## src/rtl/smac_pkg.sv

```systemverilog
`timescale 1ns / 1ps
// ----------------------------------------------------------------------------
// smac_pkg
// Shared types and constants of the stepper axis move controller.
// ----------------------------------------------------------------------------
package smac_pkg;

  // fixed field and datapath widths
  localparam int COUNT_W      = 32;
  localparam int TARGET_W     = 24;
  localparam int REPORT_POS_W = 24;
  localparam int CFG_DATA_W   = 16;
  localparam int FRAC_BITS    = 8;
  localparam int DIVISOR_W    = 16;
  localparam int DIVIDEND_W   = COUNT_W + FRAC_BITS;

  // configuration reset values
  localparam logic [CFG_DATA_W-1:0] PPU_RESET  = 16'd256;
  localparam logic [CFG_DATA_W-1:0] RAMP_RESET = 16'd16;

  // configuration register indexes
  typedef enum logic [0:0] {
    CFG_PPU  = 1'b0,
    CFG_RAMP = 1'b1
  } cfg_idx_t;

  // request kinds
  typedef enum logic {
    KIND_TICK = 1'b0,
    KIND_MOVE = 1'b1
  } kind_t;

  // axis mode
  typedef enum logic [1:0] {
    MODE_STOPPED = 2'd0,
    MODE_ARMED   = 2'd1,
    MODE_PLUS    = 2'd2,
    MODE_MINUS   = 2'd3
  } mode_t;

  // report codes
  typedef enum logic [2:0] {
    CODE_STARTED     = 3'd0,
    CODE_STOPPED     = 3'd1,
    CODE_POSITION    = 3'd2,
    CODE_LIMIT_PLUS  = 3'd3,
    CODE_LIMIT_MINUS = 3'd4
  } code_t;

  // controller states
  typedef enum logic [1:0] {
    S_IDLE = 2'd0,
    S_DIV  = 2'd1,
    S_EVAL = 2'd2
  } state_t;

  // request payload
  typedef struct packed {
    logic                kind;
    logic [COUNT_W-1:0]  pulse_count;
    logic                limit_plus;
    logic                limit_minus;
    logic [TARGET_W-1:0] target_position;
  } req_t;

  // response payload
  typedef struct packed {
    logic                    motor_run;
    logic                    motor_direction;
    logic                    fast_speed;
    logic                    report_valid;
    logic [2:0]              report_code;
    logic [REPORT_POS_W-1:0] report_position;
  } rsp_t;

  // controller to datapath commands
  typedef struct packed {
    logic load;
    logic div_start;
    logic commit;
  } ctrl_cmd_t;

  // datapath to controller status
  typedef struct packed {
    logic div_done;
  } ctrl_sts_t;

endpackage

```

## src/rtl/stepper_axis_move_controller.sv

```systemverilog
`timescale 1ns / 1ps
// ----------------------------------------------------------------------------
// stepper_axis_move_controller
// One stepper axis, point to point, slow ramps at both ends and fast middle.
// ----------------------------------------------------------------------------
// A tick request runs the divider steps, one handoff to evaluation and one commit;
// the commit waits while the output register still holds an unread response. A
// move request goes straight to evaluation and commit. One request is in work at a
// time; the next is accepted while a finished response still waits. The
// bit-serial divider computes count * 256 / scale for tick requests. Reset is
// synchronous and restores the configuration defaults and a stopped axis.
module stepper_axis_move_controller import smac_pkg::*; #(
  parameter int POSITION_BITS = 24
) (
  input  logic                  clk,
  input  logic                  rst,
  input  logic                  req_valid,
  output logic                  req_ready,
  input  req_t                  req,
  output logic                  rsp_valid,
  input  logic                  rsp_ready,
  output rsp_t                  rsp,
  input  logic                  cfg_valid,
  output logic                  cfg_ready,
  input  logic [0:0]            cfg_index,
  input  logic [CFG_DATA_W-1:0] cfg_data
);

  ctrl_cmd_t cmd;
  ctrl_sts_t sts;

  // configuration writes are taken whenever out of reset
  assign cfg_ready = !rst;

  smac_ctrl u_ctrl (
    .clk       (clk),
    .rst       (rst),
    .req_valid (req_valid),
    .req_kind  (req.kind),
    .req_ready (req_ready),
    .rsp_valid (rsp_valid),
    .rsp_ready (rsp_ready),
    .sts       (sts),
    .cmd       (cmd)
  );

  smac_dp #(
    .POSITION_BITS (POSITION_BITS)
  ) u_dp (
    .clk       (clk),
    .rst       (rst),
    .req       (req),
    .cfg_valid (cfg_valid),
    .cfg_index (cfg_index),
    .cfg_data  (cfg_data),
    .cmd       (cmd),
    .sts       (sts),
    .rsp       (rsp)
  );

endmodule

```

## src/rtl/smac_div.sv

```systemverilog
`timescale 1ns / 1ps
// ----------------------------------------------------------------------------
// smac_div
// Restoring divider, one quotient bit per cycle, for the position scaling.
// ----------------------------------------------------------------------------
module smac_div import smac_pkg::*; (
  input  logic                  clk,
  input  logic                  rst,
  input  logic                  start,
  input  logic [DIVIDEND_W-1:0] dividend,
  input  logic [DIVISOR_W-1:0]  divisor,
  output logic                  done,
  output logic [DIVIDEND_W-1:0] quotient
);

  localparam int CNT_W = $clog2(DIVIDEND_W);
  localparam logic [CNT_W-1:0] LAST = CNT_W'(DIVIDEND_W - 1);

  logic                  busy;
  logic [CNT_W-1:0]      cnt;
  logic [DIVISOR_W-1:0]  rem;
  logic [DIVIDEND_W-1:0] quo;
  logic [DIVISOR_W:0]    rem_sh;
  logic [DIVISOR_W:0]    diff;
  logic                  fits;

  // one trial subtraction per step
  assign rem_sh = {rem, quo[DIVIDEND_W-1]};
  assign fits   = rem_sh >= {1'b0, divisor};
  assign diff   = rem_sh - {1'b0, divisor};

  // step counter and completion pulse
  always_ff @(posedge clk) begin
    if (rst) begin
      busy <= 1'b0;
      done <= 1'b0;
      cnt  <= '0;
    end else begin
      done <= 1'b0;
      if (start) begin
        busy <= 1'b1;
        cnt  <= '0;
      end else if (busy) begin
        cnt <= cnt + 1'b1;
        if (cnt == LAST) begin
          busy <= 1'b0;
          done <= 1'b1;
        end
      end
    end
  end

  // remainder and quotient shift register
  always_ff @(posedge clk) begin
    if (start) begin
      rem <= '0;
      quo <= dividend;
    end else if (busy) begin
      rem <= fits ? diff[DIVISOR_W-1:0] : rem_sh[DIVISOR_W-1:0];
      quo <= {quo[DIVIDEND_W-2:0], fits};
    end
  end

  assign quotient = quo;

endmodule

```

## src/rtl/smac_ctrl.sv

```systemverilog
`timescale 1ns / 1ps
// ----------------------------------------------------------------------------
// smac_ctrl
// Sequencer: accepts a request, runs the divider, commits the result.
// ----------------------------------------------------------------------------
module smac_ctrl import smac_pkg::*; (
  input  logic      clk,
  input  logic      rst,
  input  logic      req_valid,
  input  logic      req_kind,
  output logic      req_ready,
  output logic      rsp_valid,
  input  logic      rsp_ready,
  input  ctrl_sts_t sts,
  output ctrl_cmd_t cmd
);

  state_t state, state_next;
  logic   rsp_valid_next;

  // state register and output valid flag
  always_ff @(posedge clk) begin
    if (rst) begin
      state     <= S_IDLE;
      rsp_valid <= 1'b0;
    end else begin
      state     <= state_next;
      rsp_valid <= rsp_valid_next;
    end
  end

  // next state and commands
  always_comb begin
    state_next = state;
    cmd        = '0;
    req_ready  = 1'b0;
    unique case (state)
      S_IDLE: begin
        // nothing is taken while reset is high
        req_ready = !rst;
        if (req_valid && req_ready) begin
          cmd.load = 1'b1;
          if (req_kind == KIND_MOVE) begin
            state_next = S_EVAL;
          end else begin
            cmd.div_start = 1'b1;
            state_next    = S_DIV;
          end
        end
      end
      S_DIV: begin
        if (sts.div_done) state_next = S_EVAL;
      end
      S_EVAL: begin
        // wait for the output register to be free
        if (!rsp_valid || rsp_ready) begin
          cmd.commit = 1'b1;
          state_next = S_IDLE;
        end
      end
      default: state_next = S_IDLE;
    endcase
  end

  // output register occupancy
  always_comb begin
    if (cmd.commit) rsp_valid_next = 1'b1;
    else if (rsp_ready) rsp_valid_next = 1'b0;
    else rsp_valid_next = rsp_valid;
  end

endmodule

```

## src/rtl/smac_dp.sv

```systemverilog
`timescale 1ns / 1ps
// ----------------------------------------------------------------------------
// smac_dp
// Datapath: configuration, axis state, position scaling and move decisions.
// ----------------------------------------------------------------------------
module smac_dp import smac_pkg::*; #(
  parameter int POSITION_BITS = 24
) (
  input  logic                  clk,
  input  logic                  rst,
  input  req_t                  req,
  input  logic                  cfg_valid,
  input  logic [0:0]            cfg_index,
  input  logic [CFG_DATA_W-1:0] cfg_data,
  input  ctrl_cmd_t             cmd,
  output ctrl_sts_t             sts,
  output rsp_t                  rsp
);

  localparam int PB    = POSITION_BITS;
  localparam int SW    = ((PB > DIVISOR_W) ? PB : DIVISOR_W) + 2;
  localparam int PROD_W = PB + DIVISOR_W;
  localparam int THR_W = PROD_W - FRAC_BITS;

  // configuration
  logic [CFG_DATA_W-1:0] ppu;
  logic [CFG_DATA_W-1:0] ramp;
  logic [DIVISOR_W-1:0]  scale;

  // latched request
  logic                kind_q;
  logic [COUNT_W-1:0]  count_q;
  logic                lim_p_q;
  logic                lim_m_q;
  logic [TARGET_W-1:0] tp_q;

  // axis state
  mode_t          mode, mode_next;
  logic [PB-1:0]  target, target_next;
  logic [PB-1:0]  start_pos, start_pos_next;
  logic [PB-1:0]  prev_pos, prev_pos_next;
  logic           run_flag, run_flag_next;
  logic           dir_flag, dir_flag_next;
  logic           fast_flag, fast_flag_next;

  // scaling
  logic [PROD_W-1:0]     prod;
  logic [THR_W-1:0]      thr;
  logic [DIVIDEND_W-1:0] quotient;
  logic [PB-1:0]         cur;
  logic [DIVIDEND_W-1:0] count_w;
  logic [DIVIDEND_W-1:0] thr_w;
  logic                  lt;
  logic                  gt;
  logic [31:0]           tp32;

  // speed choice
  logic [PB-1:0]        lo;
  logic [PB-1:0]        hi;
  logic signed [SW-1:0] c_s, lo_s, hi_s, r_s;
  logic                 fast_calc;

  // report
  logic          rep;
  code_t         code;
  logic [PB-1:0] rpos;
  logic [31:0]   rpos32;
  rsp_t          rsp_next;
  logic          plus;

  // configuration registers
  always_ff @(posedge clk) begin
    if (rst) begin
      ppu  <= PPU_RESET;
      ramp <= RAMP_RESET;
    end else if (cfg_valid) begin
      unique case (cfg_idx_t'(cfg_index))
        CFG_PPU:  ppu  <= cfg_data;
        CFG_RAMP: ramp <= cfg_data;
        default: ;
      endcase
    end
  end

  // a zero scale counts as one
  assign scale = (ppu == '0) ? DIVISOR_W'(1) : ppu;

  // request latch
  always_ff @(posedge clk) begin
    if (cmd.load) begin
      kind_q  <= req.kind;
      count_q <= req.pulse_count;
      lim_p_q <= req.limit_plus;
      lim_m_q <= req.limit_minus;
      tp_q    <= req.target_position;
    end
  end

  // target threshold in pulses, refreshed every cycle
  assign prod = PROD_W'(target) * PROD_W'(scale);
  always_ff @(posedge clk) begin
    thr <= prod[PROD_W-1:FRAC_BITS];
  end

  // position = count * 256 / scale
  smac_div u_div (
    .clk      (clk),
    .rst      (rst),
    .start    (cmd.div_start),
    .dividend ({req.pulse_count, {FRAC_BITS{1'b0}}}),
    .divisor  (scale),
    .done     (sts.div_done),
    .quotient (quotient)
  );

  // saturate position to the position width
  assign cur = (|quotient[DIVIDEND_W-1:PB]) ? {PB{1'b1}} : quotient[PB-1:0];

  // count against threshold
  assign count_w = DIVIDEND_W'(count_q);
  assign thr_w   = DIVIDEND_W'(thr);
  assign lt      = count_w < thr_w;
  assign gt      = count_w > thr_w;

  // travel bounds, symmetric for both directions
  assign plus = (mode == MODE_PLUS);
  assign lo   = plus ? start_pos : target;
  assign hi   = plus ? target : start_pos;
  assign c_s  = SW'(cur);
  assign lo_s = SW'(lo);
  assign hi_s = SW'(hi);
  assign r_s  = SW'(ramp);
  assign fast_calc = !((hi_s - lo_s) < r_s) && (c_s > lo_s + r_s) && (c_s < hi_s - r_s);

  // new target from a move request
  assign tp32 = 32'(tp_q);

  // move decisions
  always_comb begin
    mode_next      = mode;
    target_next    = target;
    start_pos_next = start_pos;
    prev_pos_next  = prev_pos;
    run_flag_next  = run_flag;
    dir_flag_next  = dir_flag;
    fast_flag_next = fast_flag;
    rep            = 1'b0;
    code           = CODE_STARTED;
    rpos           = cur;
    if (kind_q == KIND_MOVE) begin
      target_next = tp32[PB-1:0];
      mode_next   = MODE_ARMED;
    end else begin
      case (mode)
        MODE_ARMED: begin
          rep = 1'b1;
          if (lt || gt) begin
            mode_next      = lt ? MODE_PLUS : MODE_MINUS;
            dir_flag_next  = lt;
            code           = CODE_STARTED;
            start_pos_next = cur;
            run_flag_next  = 1'b1;
            fast_flag_next = 1'b0;
          end else begin
            mode_next = MODE_STOPPED;
            code      = CODE_STOPPED;
          end
        end
        MODE_PLUS, MODE_MINUS: begin
          if (plus ? !lt : !gt) begin
            // target reached
            run_flag_next = 1'b0;
            mode_next     = MODE_STOPPED;
            rep           = 1'b1;
            code          = CODE_STOPPED;
          end else begin
            fast_flag_next = fast_calc;
            if (prev_pos != cur) begin
              rep  = 1'b1;
              code = CODE_POSITION;
            end
            prev_pos_next = cur;
            // limit switch of the running direction
            if (plus ? lim_p_q : lim_m_q) begin
              run_flag_next = 1'b0;
              mode_next     = MODE_STOPPED;
              rep           = 1'b1;
              code          = plus ? CODE_LIMIT_PLUS : CODE_LIMIT_MINUS;
            end
          end
        end
        default: ;
      endcase
    end
  end

  // response payload
  assign rpos32 = 32'(rpos);
  always_comb begin
    rsp_next.motor_run       = run_flag_next;
    rsp_next.motor_direction = dir_flag_next;
    rsp_next.fast_speed      = fast_flag_next;
    rsp_next.report_valid    = rep;
    rsp_next.report_code     = rep ? code : 3'd0;
    rsp_next.report_position = rep ? rpos32[REPORT_POS_W-1:0] : '0;
  end

  // axis state update
  always_ff @(posedge clk) begin
    if (rst) begin
      mode      <= MODE_STOPPED;
      target    <= '0;
      start_pos <= '0;
      prev_pos  <= '0;
      run_flag  <= 1'b0;
      dir_flag  <= 1'b0;
      fast_flag <= 1'b0;
    end else if (cmd.commit) begin
      mode      <= mode_next;
      target    <= target_next;
      start_pos <= start_pos_next;
      prev_pos  <= prev_pos_next;
      run_flag  <= run_flag_next;
      dir_flag  <= dir_flag_next;
      fast_flag <= fast_flag_next;
    end
  end

  // output register
  always_ff @(posedge clk) begin
    if (cmd.commit) rsp <= rsp_next;
  end

endmodule

```

## config.mk

```make
export PLATFORM = sky130hd
export DESIGN_NAME = stepper_axis_move_controller
export DESIGN_NICKNAME = d
export VERILOG_FILES = /design/src/rtl/smac_pkg.sv /design/src/rtl/stepper_axis_move_controller.sv /design/src/rtl/smac_div.sv /design/src/rtl/smac_ctrl.sv /design/src/rtl/smac_dp.sv
export SDC_FILE = /design/constraint.sdc
export NUM_CORES = 2
export LEC_CHECK = 0
export BUFFER_PORTS_ARGS = -buffer_cell sky130_fd_sc_hd__buf_2
export CAP_MARGIN = 10
export CORE_MARGIN = 2
export CORE_UTILIZATION = 47
export DETAILED_ROUTE_END_ITERATION = 6
export SLEW_MARGIN = 30
export SYNTH_ARGS = -nofsm -noshare
export SYNTH_HDL_FRONTEND = slang
export SYNTH_HIERARCHICAL = 1
export SYNTH_SLANG_ARGS = --single-unit
```

## constraint.sdc

```tcl
create_clock -name clk -period 7.4 [get_ports clk]
set_clock_uncertainty 0.1 [all_clocks]
set_input_delay 1.48 -clock clk [delete_from_list [all_inputs] [get_ports clk]]
set_output_delay 1.48 -clock clk [all_outputs]
set_load 0.05 [all_outputs]
```

==> reports/qor.txt <==
Status = complete, no violations
Cells after Synth = 3557
Register share of total power = 0.382
R2r startpoint = u_dp/ppu[6]
Syn Area/Cell = 8.657 µm²
Most common flop cell mapped by yosys = dfxtp_1
Synth cell types = 94
Top layer reached by signal wires = met5
GRT Residual Overflow = 0
CP Launch Type = flip-flop
Placement Setup Slack = 0.3804 ns
CTS tree = built
Slowest library cell on the worst path = dfxtp_1
DRT Pass-1 Iters = 5
Fmax = 144.9 MHz
Sw Ratio = 0.3247
Rows = 93
Share of post-route cells with drive strength above 1 = 0.1022
Power consumption = 0.005000 W
Buffers added on ports = 114
Arrival @ worst endpoint = 7.25 ns
H-tree depth = 2
Final setup vio count = 0
Commonest non-fill, non-tap cell in the layout = inv_1
Min Tclk post-route = 6.901 ns
Post-route ant nets = 0
Initial antenna violation count = 5
Vias in the first global route = 24.49k
Sum of routed wire segments on met1 = 40.35 mm
R2R Setup Slk = 0.50 ns
Metal2 WL = 39.57 mm
First-pass GRT wire length = 141.2 mm
Pwr Density = 148.1 nW/µm²
Clock power frac = 0.377
Crit path max fanout = 16
WP data required = 7.75 ns
Number of synthesized register bits = 298
Starting density of the core = 0.4768
Most frequent cells in the layout = inv_1, nand2_1, fa_1, ha_1, nor2_1
Final net count = 4250
Cell family with most CP delay = adder cells
Pin count of the biggest net entering global routing = 75
Die area = 67580 µm²
Hold/Removal Path Class = flip-flop to flip-flop
P_leak = 14.94 nW
Drt wl/cell = 20.07 µm
Vias = 24.73k
VDD IR-drop max = 0.0001675 V
Postcts setup bufs = 0
Slew HR = 0.4103
Tot GR Track Use = 0.2721
DRT iter0 DRCs = 1854
Top Ports = 115
CP bufs+invs = 7
TNS Setup = 0 ns
Wire length on met3 = 7.659 mm
Most common cell type on the critical path = fa_1
CORE AREA = 64580 µm²
Logic pwr share = 0.241
Final WS setup = 0.4987 ns
Crit path launch = u_dp/ppu[6]
Hpwl dp = 70.18 mm
Slew Limit Fails = 0
Slowest stage delay, CP = 0.83 ns
CTS Buf Count = 39
CTS clock-pin slew for the worst setup and hold paths = 0.06 ns
Least-Margin Pin Slew = 0.8833 ns
Post-synth EDFFs = 130
Critical path class = flip-flop to flip-flop
Clock Tree Buf Depth = 3
Post-synth ARST share = 0
Synth Cell Area = 30790 µm²
Final Hold Viols = 0
# Max-Cap Violations = 0
Placer Congestion = 0.9276
Synth warn = 6
Final clock period utilization by the worst path = 0.9326
Die Y = 260.0 µm
Int Pwr = 0.003377 W
CTS root buffer = clkbuf_16
Hold_sp = u_dp/dir_flag
RSZ-0062 raised after global routing = no
DRC viols = 0
Crit end category = flip-flop
Vias per cell = 5.501
Register area share after synthesis = 0.2360
P&R area growth vs syn = 9.683%
Psw = 0.001624 W
Skew-Pair Late Insertion Delay = 0.58 ns
Final wirelength = 90.19 mm
CTS sink cnt = 298
Die X = 260.0 µm
kinds of logic (layout without fill, tap and decap cells):
kind of cell | count (synthesis) | after routing | share of synthesized area
and+or+nand+nor | 1197 | 1197 | 0.1848
AOI/OAI and AO/OA | 598 | 598 | 0.1293
muxes | 65 | 65 | 0.02288
xor gates and xnor gates | 124 | 124 | 0.03527
DFF | 298 | 298 | 0.2360
adders and majority gates | 561 | 561 | 0.3030
buffers and inverters | 713 | 788 | 0.08866
other | 1 | 9 | 0.0001218
power groups by stage:
stage / combinational, W / clock [W] / sequential, W
2_1_floorplan: 0.000923 / 0 / 0.00190
3_3_place_gp: 0.00119 / 0 / 0.00194
3_5_place_dp: 0.00119 / 0 / 0.00194
4_1_cts: 0.00120 / 0.00193 / 0.00191
5_1_grt: 0.00135 / 0.00198 / 0.00192
6_report: 0.00121 / 0.00188 / 0.00191
timing repair:
item	CTS	global route
endpoints found under the setup margin	0	5
resized for setup	0	3
hold buffers	0	0
layer usage:
layer  vias up  track usage
met1     12070       0.3791
met5         -            0
met2       743       0.4161
met4         6      0.08349
li1      11780            -
met3       132      0.06803
worst paths after layout:
path,cells after the start,end
worst max-delay path,26,u_dp/thr[31]
worst min-delay path,2,u_dp/dir_flag
worst max register to register,26,u_dp/thr[31]
worst min register to register,2,u_dp/dir_flag
tightest hold or removal path, cell delays in order (launching register included):
cell      delay [ns]
dfxtp_1         0.31
nor2_1          0.08
a311oi_1        0.06
flip-flops by register name, indices dropped and copies added, names as in the netlist, 2 cells and up:
| name | flops |
|---|---|
| u_ctrl/state | 2 |
| u_dp/count_q | 32 |
| u_dp/mode | 2 |
| u_dp/ppu | 16 |
| u_dp/prev_pos | 24 |
| u_dp/ramp | 16 |
| u_dp/rsp | 31 |
| u_dp/start_pos | 24 |
| u_dp/target | 24 |
| u_dp/thr | 32 |
| u_dp/tp_q | 24 |
| u_dp/u_div/cnt | 6 |
| u_dp/u_div/quotient | 40 |
| u_dp/u_div/rem | 16 |
through the flow:
stage | area (µm²) | utilization | hold slack, ns | instances
floorplan | 30820 | - | 0.3364 | 3564
global placement | 32420 | 0.5020 | 0.3702 | 4419
detailed placement | 32460 | 0.5027 | 0.3802 | 4420
CTS | 33720 | 0.5221 | 0.3882 | 4492
global route | 33770 | 0.5229 | 0.4128 | 4494
finish | 33770 | 0.5230 | 0.3903 | 4495
synthesized netlist by cell type, drive strengths merged (12+ instances only):
cell | instances | share of area
nand3 | 44 | 0.0072
ha | 253 | 0.10
xnor2 | 68 | 0.019
o22ai | 17 | 0.0037
nand2 | 478 | 0.058
clkbuf | 178 | 0.022
dfxtp | 168 | 0.11
a21o | 62 | 0.015
nor2b | 45 | 0.0091
nor2 | 240 | 0.029
o21ai | 102 | 0.017
nor4 | 12 | 0.0024
a21oi | 172 | 0.028
and2 | 170 | 0.035
fa | 308 | 0.20
nand4 | 28 | 0.0057
edfxtp | 130 | 0.13
buf | 41 | 0.0067
a211oi | 78 | 0.019
a31oi | 22 | 0.0050
o211ai | 20 | 0.0049
mux2i | 22 | 0.0072
nor3 | 49 | 0.0081
o2111ai | 12 | 0.0034
o21a | 16 | 0.0039
xor2 | 56 | 0.016
inv | 492 | 0.060
nand2b | 58 | 0.012
and3 | 15 | 0.0032
mux2 | 43 | 0.016
layout make-up:
type | instances | area (µm²)
Fill cell | 6218 | 30810
Sequential cell | 298 | 7272
Inverter | 494 | 1854
Multi-Input combinational cell | 2553 | 20890
Tap cell | 855 | 1070
Clock buffer | 54 | 1082
Clock inverter | 18 | 173.9
Antenna cell | 1 | 2.502
Timing Repair Buffer | 222 | 1428
(Power assumes the default switching activity.)
